`config.mk`:
```
export PLATFORM = sky130hd
export DESIGN_NAME = fsas_fadd
export DESIGN_NICKNAME = d
export VERILOG_FILES = /design/src/design/fsas_pkg.sv /design/src/design/fsas_fadd.sv
export SDC_FILE = /design/constraint.sdc
export NUM_CORES = 1
export LEC_CHECK = 0
export ABC_AREA = 1
export BUFFER_PORTS_ARGS = -buffer_cell sky130_fd_sc_hd__buf_2
export CORE_ASPECT_RATIO = 0.75
export CORE_MARGIN = 8
export CORE_UTILIZATION = 28
export CTS_CLUSTER_SIZE = 28
export DETAILED_ROUTE_END_ITERATION = 7
export PLACE_DENSITY = 0.43
export SYNTH_ARGS = -nofsm -noshare
export SYNTH_HDL_FRONTEND = slang
export SYNTH_SLANG_ARGS = --single-unit
```
`constraint.sdc`:
```
create_clock -name clk -period 6.8 [get_ports clk]
set_clock_uncertainty 0.05 [all_clocks]
set_input_delay 2.04 -clock clk [delete_from_list [all_inputs] [get_ports clk]]
set_output_delay 2.04 -clock clk [all_outputs]
set_load 0.05 [all_outputs]
```
`src/design/fsas_pkg.sv`:
```
// ----------------------------------------------------------------------------
// fsas_pkg
// Shared types and codes for the float scatter-add store.
// ----------------------------------------------------------------------------
package fsas_pkg;

  typedef enum logic [2:0] {
    ST_CLEAR,
    ST_IDLE,
    ST_MOD,
    ST_MOD_SUB,
    ST_READ,
    ST_EXEC,
    ST_WAIT
  } fsas_state_t;

  // request actions
  localparam logic [1:0] ACT_ACC  = 2'd0;
  localparam logic [1:0] ACT_LOAD = 2'd1;
  localparam logic [1:0] ACT_READ = 2'd2;

  // register select (paddr[2])
  localparam logic REG_BOUNDS = 1'b0;
  localparam logic REG_SIZE   = 1'b1;

  localparam logic [12:0] SIZE_RESET = 13'd4096;

  localparam logic [31:0] F32_QNAN_BIT = 32'h0040_0000;
  localparam logic [31:0] F32_DEF_NAN  = 32'h7FC0_0000;
  localparam logic [30:0] F32_INF_MAG  = 31'h7F80_0000;

endpackage

```
`src/design/fsas_fadd.sv`:
```
// ----------------------------------------------------------------------------
// fsas_fadd
// Four-stage binary32 adder, round to nearest even, subnormals kept.
// ----------------------------------------------------------------------------
module fsas_fadd
  import fsas_pkg::*;
(
  input  logic        clk,
  input  logic        rst,
  input  logic        in_valid,
  input  logic [31:0] a,
  input  logic [31:0] b,
  output logic        out_valid,
  output logic [31:0] sum
);

  // stage A: specials, swap, align
  logic [7:0]  ea, eb, ean, ebn, ebig, esml, d;
  logic [22:0] fa, fb;
  logic [23:0] ma, mb, mbig, msml;
  logic        swap, sbig;
  logic [26:0] ms_full, ms_sh, mask;
  logic        spec;
  logic [31:0] specv;

  logic        a_v, a_sign, a_sub, a_spec;
  logic [9:0]  a_exp;
  logic [26:0] a_mx, a_ms;
  logic [31:0] a_specv;

  always_comb begin
    ea  = a[30:23];
    eb  = b[30:23];
    fa  = a[22:0];
    fb  = b[22:0];
    ma  = {ea != 8'd0, fa};
    mb  = {eb != 8'd0, fb};
    ean = (ea == 8'd0) ? 8'd1 : ea;
    ebn = (eb == 8'd0) ? 8'd1 : eb;
    swap = (ean < ebn) || ((ean == ebn) && (ma < mb));
    ebig = swap ? ebn : ean;
    esml = swap ? ean : ebn;
    mbig = swap ? mb : ma;
    msml = swap ? ma : mb;
    sbig = swap ? b[31] : a[31];
    d    = ebig - esml;
    ms_full = {msml, 3'b000};
    mask    = '0;
    if (d >= 8'd27) begin
      ms_sh = {26'd0, |msml};
    end else begin
      mask  = ~({27{1'b1}} << d[4:0]);
      ms_sh = (ms_full >> d[4:0]) | {26'd0, |(ms_full & mask)};
    end
    spec  = 1'b1;
    specv = '0;
    if (ea == 8'hFF && fa != 23'd0) begin
      specv = a | F32_QNAN_BIT;
    end else if (eb == 8'hFF && fb != 23'd0) begin
      specv = b | F32_QNAN_BIT;
    end else if (ea == 8'hFF) begin
      specv = (eb == 8'hFF && a[31] != b[31]) ? F32_DEF_NAN : a;
    end else if (eb == 8'hFF) begin
      specv = b;
    end else begin
      spec = 1'b0;
    end
  end

  always_ff @(posedge clk) begin
    if (rst) begin
      a_v <= 1'b0;
    end else begin
      a_v <= in_valid;
    end
    a_sign  <= sbig;
    a_sub   <= a[31] ^ b[31];
    a_exp   <= {2'b00, ebig};
    a_mx    <= {mbig, 3'b000};
    a_ms    <= ms_sh;
    a_spec  <= spec;
    a_specv <= specv;
  end

  // stage B: add or subtract
  logic [27:0] s28;
  logic [26:0] bm;
  logic [9:0]  bexp;
  logic        b_v, b_sign, b_spec;
  logic [9:0]  b_exp;
  logic [26:0] b_m;
  logic [31:0] b_specv;

  always_comb begin
    s28  = a_sub ? ({1'b0, a_mx} - {1'b0, a_ms}) : ({1'b0, a_mx} + {1'b0, a_ms});
    bm   = s28[26:0];
    bexp = a_exp;
    if (s28[27]) begin
      bm   = {s28[27:2], s28[1] | s28[0]};
      bexp = a_exp + 10'd1;
    end
  end

  always_ff @(posedge clk) begin
    if (rst) begin
      b_v <= 1'b0;
    end else begin
      b_v <= a_v;
    end
    b_sign  <= a_sign;
    b_exp   <= bexp;
    b_m     <= bm;
    // exact cancellation gives +0.0
    b_spec  <= a_spec || (a_sub && s28 == 28'd0);
    b_specv <= a_spec ? a_specv : 32'd0;
  end

  // stage C: leading-zero count, clamped so the exponent stays at least 1
  logic [4:0] lz, shc;
  logic [9:0] lim;
  logic        c_v, c_sign, c_spec;
  logic [9:0]  c_exp;
  logic [26:0] c_m;
  logic [4:0]  c_sh;
  logic [31:0] c_specv;

  always_comb begin
    lz = 5'd27;
    for (int i = 0; i < 27; i++) begin
      if (b_m[i]) lz = 5'(26 - i);
    end
    lim = b_exp - 10'd1;
    shc = ({5'd0, lz} > lim) ? lim[4:0] : lz;
  end

  always_ff @(posedge clk) begin
    if (rst) begin
      c_v <= 1'b0;
    end else begin
      c_v <= b_v;
    end
    c_sign  <= b_sign;
    c_exp   <= b_exp;
    c_m     <= b_m;
    c_sh    <= shc;
    c_spec  <= b_spec;
    c_specv <= b_specv;
  end

  // stage D: normalise, round, pack
  logic [26:0] mn;
  logic [9:0]  en;
  logic [24:0] r;
  logic [2:0]  rem;
  logic        inc;
  logic [31:0] res;

  always_comb begin
    mn  = c_m << c_sh;
    en  = c_exp - {5'd0, c_sh};
    rem = mn[2:0];
    inc = (rem > 3'd4) || (rem == 3'd4 && mn[3]);
    r   = {1'b0, mn[26:3]} + {24'd0, inc};
    if (r[24]) begin
      r  = r >> 1;
      en = en + 10'd1;
    end
    if (c_spec) begin
      res = c_specv;
    end else if (en >= 10'd255) begin
      res = {c_sign, F32_INF_MAG};
    end else begin
      res = {c_sign, (r[23] ? en[7:0] : 8'd0), r[22:0]};
    end
  end

  always_ff @(posedge clk) begin
    if (rst) begin
      out_valid <= 1'b0;
    end else begin
      out_valid <= c_v;
    end
    sum <= res;
  end

endmodule

```
---- Yosys cells after proc, flatten, opt, wreduce, memory -nomap -nowiden ----
Cells that the tools add are included.
word-level totals
  input port bits ......................... 67
  output and inout port bits .............. 33
  logic and storage cells ................. 124
  register bits after elaboration ......... 275
cells by class
  order comparisons ....................... 6
  eq/ne operators ......................... 5
  reductions and logical operators ........ 20
  mux-type cells .......................... 50
  add/sub/neg operators ................... 8
  bitwise logic cells ..................... 5
  shift-type cells ........................ 3
operators with widths
  cell                                                                  number
  32-bit 2-to-1 mux                                                     6
  5-bit 2-to-1 mux                                                      27
  24-bit 2-to-1 mux                                                     3
  8-bit 2-to-1 mux                                                      6
  23-bit nonzero test                                                   2
  31-bit 2-to-1 mux                                                     1
  27-bit by 27-bit adder with 28-bit output                             1
  28-bit zero test                                                      1
  28-bit 2-to-1 mux                                                     1
  27-bit by 27-bit subtractor with 28-bit output                        1
  27-bit AND                                                            1
  27-bit inverter                                                       1
  27-bit by 1-bit bitwise OR with 27-bit output                         1
  27-bit OR reduction                                                   1
  27-bit by 5-bit << shifter with 27-bit output                         1
  27-bit by 5-bit << shifter with 27-bit output (first input constant)  1
  27-bit by 5-bit >> shifter with 27-bit output                         1
  26-bit 2-to-1 mux                                                     1
  24-bit by 1-bit adder with 25-bit output                              1
  24-bit less-than comparator                                           1
  24-bit OR reduction                                                   1
  8-bit == test (second input constant)                                 2
  8-bit zero test                                                       2
  8-bit nonzero test                                                    2
  21 further kinds                                                      31

---- Longest topological paths before layout ----
Gate-level depths: netlist (run 1).
  word-level depth ........................ 29
  gate-level depth with buffers ........... 35

---- Worst setup path before layout (run 1) ----
Ideal clock, no wire load.
  path kind ............................... input to register
  start point ............................. input port b[26]
  end point ............................... register a_ms[3]
  required time ........................... 6680 ps
  arrival time ............................ 5581 ps
  buffers on the path ..................... 5
  slack ................................... 1099 ps
  stages .................................. 26
  setup time .............................. 70 ps
  cells stage by stage .................... inv_1 -> nand3_1 -> nor3_1 -> nor2_1 -> inv_1 -> ha_1 -> buf_2 -> nand2_1 -> nor2_1 -> nand3_1 -> nor2_1 -> nand2_1 -> nor2_1 -> nand2_2 -> nand2_2 -> buf_6 -> nand2_1 -> nand3_1 -> ha_1 -> clkbuf_1 -> buf_1 -> clkbuf_1 -> o21ai_0 -> o21ai_0 -> nand3_1 -> a21oi_1
between the ends
  longest elaborated chain between the ends .. 9
  elaborated cells on any way between the ends .. 15
  classes of those cells .................. 1 x add/sub; 3 x order compare; 1 x eq/ne; 1 x shift; 4 x mux; 1 x bitwise; 4 x reduce/logical
RTL lines
  element                                                                              RTL line         text
  start: declaration                                                                   fsas_fadd.sv:12  input logic [31:0] b,
  parallel branches: the longest is 9 deep, another holds 24-bit less-than comparator  -
  end signal: assignment                                                               fsas_fadd.sv:80  a_ms <= ms_sh;
  end: declaration                                                                     fsas_fadd.sv:28  logic [26:0] a_mx, a_ms;
Parallel ways; which one is timed is not known.
A chain may end at the register's enable or synchronous reset.

---- Final worst setup path (run 1) ----
  start point ............................. input port b[27]
  end point ............................... register a_ms[11]
The elaborated chain is that of the path after synthesis.

==> metrics.md, run 1 <==
| Metric | Value |
|---|---|
| Outcome | `finished clean` |
| RD Place Congestion | `0.930` |
| Syn avg cell area | `6.63 sq um` |
| Crit start category | `input pin` |
| CTS buffer count | `28` |
| First-pass GRT wire length | `94700 microns` |
| Pwr Total | `7.57 mW` |
| 1st-iter DRT viols | `1410` |
| IO Count | `100` |
| Sequential Power Share | `0.280` |
| Maximum clock path buffer count | `3` |
| Setup TNS | `0 ns` |
| Critical Path End Type | `register` |
| H-Tree Depth | `1` |
| Int Power | `3.96 mW` |
| Ant diodes | `0` |
| Via count | `16800` |
| Syn nets | `2781` |
| Logic pwr share | `0.509` |
| Drt total wl | `61800 microns` |
| Port bufs | `99` |
| Largest area contributor in the netlist | `dfxtp_1` |
| Die Span X | `303 microns` |
| Drt wl/cell | `17.7 microns` |
| Vias in the first global route | `16000` |
| CTS tree | `yes` |
| Pin count of the biggest net entering global routing | `40` |
| Final std cells w/o fill | `3494` |
| Yosys cell types | `59` |
| Required @ worst endpoint | `7.24 ns` |
| Final Hold Viols | `0` |
| Synthesis warning total | `0` |
| Total gr overflow | `0` |
| Cell area after synthesis | `0.0173 sq mm` |
| WHS | `0.272 ns` |
| Most frequent cells in the layout | `nand2_1 (736), inv_1 (336), dfxtp_1 (275), nand3_1 (207), o21ai_0 (179)` |
| Full die area | `0.0702 sq mm` |
| Ys flop type | `dfxtp_1` |
| Post-CTS Setup Repair Bufs | `0` |
| Top cell type's share of synthesized area | `0.318` |
| Power per cell area | `389 mW/mm^2` |
| Sw Share | `0.477` |
| Commonest non-fill, non-tap cell in the layout | `nand2_1` |
| Placed cells | `3442` |
| HPWL Detailed | `51800 microns` |
| Worst rel slew slack | `0.235` |
| Post-Syn Instances | `2616` |
| Final min period | `5.78 ns` |
| Post-route ant nets | `0` |
| All-Layer GR Usage | `0.172` |
| Layout Area Growth over Synthesis | `12.4%` |
| Tightest Pin Transition | `1.15 ns` |
| Hold Crit Class | `register to register` |
| Residual DRC | `0` |
| Sequential share of the synthesized area | `0.318` |
| TritonCTS Sinks | `275` |
| Post-CTS Hold Fix Bufs | `0` |
| Ranking of synthesized cells by area | `dfxtp_1 (32%), nand2_1 (16%), inv_1 (7.3%), ha_1 (6.9%), nand3_1 (6.0%)` |
| DR pass1 iterations | `6` |
| Critical path class | `input pin to register` |
| Setup violators final | `0` |
| Die Y | `231 microns` |
| MaxCap Viol Count | `0` |
| Row count | `79` |
| Maximum VDD drop | `0.000258 V` |
| Synth async-reset ratio | `0` |
| Core Util, Final | `0.316` |
| Initial antenna violation count | `1` |
| Clk slew on worst S/H paths | `0.07 ns` |
| Unrepaired setup endpoints after global routing | `false` |
| Sw power | `3.61 mW` |
| Flops & latches, synth | `275` |
| Worst-path maximum fanout | `22` |
| Clock share of power | `0.211` |
| CP arrival | `6.22 ns` |
| Gates resized, CTS repair | `0` |
| Layout cell share with drive strength beyond 1 | `0.108` |
| Achievable frequency | `0.173 GHz` |
| Crit share post-route | `0.850` |
| P_leak | `9.63 nW` |
| Core ar. | `0.0616 sq mm` |
| Starting Density | `0.281` |
| Vias per cell | `4.82` |
| Clock Tree Root | `clkbuf_16` |
| Clock latency on the worst-skew pair | `0.58 ns` |
| Number of enable flip-flop cells after synthesis | `0` |
| Nets@finish | `2827` |
| Max-slew violations | `0` |
==> path summary, 6_finish.rpt <==
kind | startpoint | end | slack (ns) | depth (start not counted)
max reg2reg | c_sh[3]$_DFF_P_ | sum[1]$_DFF_P_ | 1.90 | 16
min reg2reg | b_specv[3]$_SDFF_PN0_ | c_specv[3]$_DFF_P_ | 0.27 | 0
min | b_specv[3]$_SDFF_PN0_ | c_specv[3]$_DFF_P_ | 0.27 | 0
max | b[27] | a_ms[11]$_SDFF_PP0_ | 1.02 | 24
==> kinds of logic (layout without fill, tap and decap cells) <==
family	Yosys count	after routing	synth area share
AOI/OAI and AO/OA	420	420	0.137
xor gates and xnor gates	68	68	0.0344
adders and majority gates	98	98	0.0716
buffers and inverters	467	535	0.108
DFF	275	275	0.318
muxes	13	13	0.00751
and+or+nand+nor	1275	1275	0.323
==> power groups by stage <==
stage | clock network [mW] | logic (mW) | registers, mW
final | 1.60 | 3.85 | 2.12
after global routing | 1.71 | 4.26 | 2.16
after CTS | 1.64 | 3.82 | 2.13
after detailed placement | 0 | 3.81 | 2.16
after global placement | 0 | 3.82 | 2.16
after floorplan | 0 | 2.46 | 2.40
==> cells in the mapped netlist (all sizes together) (8+ instances only) <==
| cell | n |
|---|---|
| a21oi | 110 |
| a31oi | 13 |
| and2 | 10 |
| buf | 46 |
| clkbuf | 61 |
| dfxtp | 275 |
| ha | 96 |
| inv | 353 |
| mux2i | 13 |
| nand2 | 750 |
| nand3 | 221 |
| nand4 | 36 |
| nor2 | 166 |
| nor3 | 37 |
| nor4 | 23 |
| o211ai | 26 |
| o21ai | 242 |
| o21bai | 8 |
| or2 | 26 |
| xnor2 | 13 |
| xor2 | 55 |
==> final cells by class <==
| class | count | area [sq um] |
|---|---|---|
| multi-input cells | 1874 | 9950 |
| flip-flops and latches | 275 | 5510 |
| fillers | 6795 | 42100 |
| inverters | 360 | 1350 |
| clock buffers | 30 | 718 |
| repair buffers | 123 | 676 |
| well taps | 810 | 1010 |
| clock inverters | 22 | 268 |
==> registers in the layout, indices dropped and copies added (netlist names) <==
name and count:
a_exp 8, a_ms 27, a_mx 24, a_sign 1
a_spec 1, a_specv 32, a_sub 1, a_v 1
b_exp 9, b_m 27, b_sign 1, b_spec 1
b_specv 32, b_v 1, c_exp 9, c_m 27
c_sh 5, c_sign 1, c_spec 1, c_specv 32
c_v 1, out_valid 1, sum 32
==> worst max-delay path, cell delays in order <==
cell     delay (ns)
buf_2          0.11
inv_1          0.11
nand3_1        0.11
nor3_1         0.38
ha_1           0.21
nand2_1        0.07
nor2_1         0.17
nand2_1        0.09
nor2_1         0.09
nand2_1        0.06
nand2_1        0.06
nor2_1         0.04
nand2_2        0.27
nand2_2        0.22
buf_4          0.26
o21ai_0        0.65
inv_1          0.14
nand2_1        0.09
o21ai_0        0.19
o21ai_0        0.33
nand2_1        0.07
o21ai_0        0.13
nand2_1        0.11
a21oi_1        0.18
==> per-layer routing <==
metal,vias up,part of all wire,track usage,routed length [microns]
li1,8513,-,-,-
met1,7793,0.52,0.262,31900
met2,492,0.41,0.254,25200
met3,50,0.060,0.0247,3680
met4,0,0.016,0.0300,962
met5,-,0,0,0
==> through the flow <==
| step | setup slack [ns] | area (sq um) |
|---|---|---|
| finish | 1.02 | 19500 |
| global route | 0.468 | 19500 |
| CTS | 1.09 | 19500 |
| detailed placement | 0.484 | 18500 |
| global placement | 0.468 | 18500 |
| floorplan | 1.10 | 17300 |
Power figures use the tool's default switching activity.
==> inputs of run 2 (changes only) <==
Settings changed: CORE_UTILIZATION 28 to 62, PLACE_DENSITY 0.43 to 0.81.
==> run 2 against run 1 <==
Net effect:
- first-iteration DRC count is 63% higher
- cell count is 13% lower
- maximum frequency is 5.1% lower
- largest power group unchanged
- worst setup slack worse by 0.31 ns
- power is 1.0% lower
- non-clock buffer count is 7 lower
- clock power is 3% lower
- clock-buffer cell count is 1 higher
- critical path depth is 2 lower
==> metrics.md, run 2 (synthesis results as in run 1) <==
| Metric | Value |
|---|---|
| DR pass1 iterations | `8` |
| Critical Path End Type | `register` |
| Nets@finish | `2817` |
| Tightest Pin Transition | `1.09 ns` |
| MaxCap Viol Count | `0` |
| 1st-iter DRT viols | `2302` |
| Pwr Total | `7.49 mW` |
| Ant diodes | `0` |
| HPWL Detailed | `44300 microns` |
| Row count | `53` |
| Core Util, Final | `0.676` |
| Maximum VDD drop | `0.000206 V` |
| Total gr overflow | `0` |
| TritonCTS Sinks | `275` |
| Most frequent cells in the layout | `nand2_1 (736), inv_1 (336), dfxtp_1 (275), nand3_1 (207), o21ai_0 (179)` |
| CP arrival | `6.51 ns` |
| Layout cell share with drive strength beyond 1 | `0.103` |
| Port bufs | `99` |
| Post-route ant nets | `0` |
| Via count | `17700` |
| Placed cells | `2982` |
| P_leak | `9.56 nW` |
| Drt wl/cell | `18.7 microns` |
| Pin count of the biggest net entering global routing | `50` |
| All-Layer GR Usage | `0.324` |
| Clock latency on the worst-skew pair | `0.55 ns` |
| Setup TNS | `0 ns` |
| Clk slew on worst S/H paths | `0.07 ns` |
| Drt total wl | `56500 microns` |
| First-pass GRT wire length | `88600 microns` |
| Placed Area | `0.0179 sq mm` |
| Core ar. | `0.0278 sq mm` |
| Post-CTS Setup Repair Bufs | `0` |
| Filler cells | `2340` |
| Power per cell area | `399 mW/mm^2` |
| Critical path class | `input pin to register` |
| Final Hold Viols | `0` |
| Commonest non-fill, non-tap cell in the layout | `nand2_1` |
| Starting Density | `0.624` |
| Maximum clock path buffer count | `3` |
| Dpl ws | `0.329 ns` |
| Clock Tree Root | `clkbuf_16` |
| Unrepaired setup endpoints after global routing | `false` |
| Worst-path maximum fanout | `46` |
| Setup WS post-layout | `0.709 ns` |
| Outcome | `finished clean` |
| RD Place Congestion | `1.02` |
| Die Y | `161 microns` |
| Layout Area Growth over Synthesis | `8.45%` |
| IO Count | `100` |
| Residual DRC | `0` |
| H-Tree Depth | `1` |
| Vias per cell | `5.84` |
| Hold Crit Class | `register to register` |
| Setup violators final | `0` |
| Gates resized, CTS repair | `0` |
| Max-slew violations | `0` |
| Achievable frequency | `0.164 GHz` |
| Crit start category | `input pin` |
| Final std cells w/o fill | `3026` |
| Final instance area | `0.0188 sq mm` |
| Final min period | `6.09 ns` |
| WHS | `0.272 ns` |
| CTS tree | `yes` |
| Full die area | `0.0336 sq mm` |
| CTS buffer count | `25` |
| Die Span X | `209 microns` |
| Initial antenna violation count | `4` |
| Post-CTS Hold Fix Bufs | `0` |
| Required @ worst endpoint | `7.22 ns` |
| Vias in the first global route | `16500` |
| Worst rel slew slack | `0.273` |
| Crit share post-route | `0.896` |
run 2: cell count changes in the layout (fill, tap and decap cells not counted), sizes merged:
cell / previous run / this run
clkbuf: 30 / 31
buf: 123 / 116
bufinv: 3 / 5
clkinvlp: 3 / 4
inv: 359 / 355
clkinv: 17 / 9
run 2: final cells by class:
| class | instances | area [sq um] | share of cell area |
|---|---|---|---|
| Clock buffer | 31 | 698 | 0.0371 |
| Tap cell | 357 | 447 | 0.0238 |
| Sequential cell | 275 | 5510 | 0.293 |
| Multi-Input combinational cell | 1874 | 9950 | 0.529 |
| Timing Repair Buffer | 116 | 623 | 0.0331 |
| Inverter | 360 | 1350 | 0.0720 |
| Clock inverter | 13 | 223 | 0.0118 |
run 2: worst max-delay path, stage by stage:
cell	delay, ns
buf_2	0.11
inv_1	0.12
nand3_1	0.09
nor3_1	0.43
ha_1	0.34
nand2_1	0.07
inv_1	0.04
nor2_1	0.07
nand3_1	0.08
nor2_1	0.10
nand2_1	0.06
nor2_1	0.12
nand2_2	0.26
nand2_2	0.32
buf_4	0.36
buf_4	0.43
o21ai_0	0.29
o21ai_0	0.42
mux2i_1	0.17
o211ai_1	0.21
o211ai_1	0.14
a21oi_1	0.20
run 2: final timing paths:
kind                                              from             endpoint  slack [ns]  depth (start not counted)
worst max register to register         c_sh[3]$_DFF_P_       sum[1]$_DFF_P_        1.97                         19
worst max-delay path                             b[26]   a_ms[1]$_SDFF_PP0_        0.71                         22
worst min register to register  b_specv[25]$_SDFF_PN0_  c_specv[25]$_DFF_P_        0.27                          0
worst min-delay path            b_specv[25]$_SDFF_PN0_  c_specv[25]$_DFF_P_        0.27                          0
run 2: per-layer routing:
layer / global-route usage / share of wire / wire (microns)
met3: 0.0699 / 0.10 / 5770
met1: 0.443 / 0.44 / 24600
met5: 0 / 0.00019 / 11
met2: 0.512 / 0.44 / 24800
met4: 0.0815 / 0.024 / 1370
run 2: power by group:
part | switching [mW] | total, mW | internal (mW)
logic | 2.69 | 3.80 | 1.12
clock network | 0.636 | 1.56 | 0.927
registers | 0.198 | 2.13 | 1.93
total | 3.52 | 7.49 | 3.97
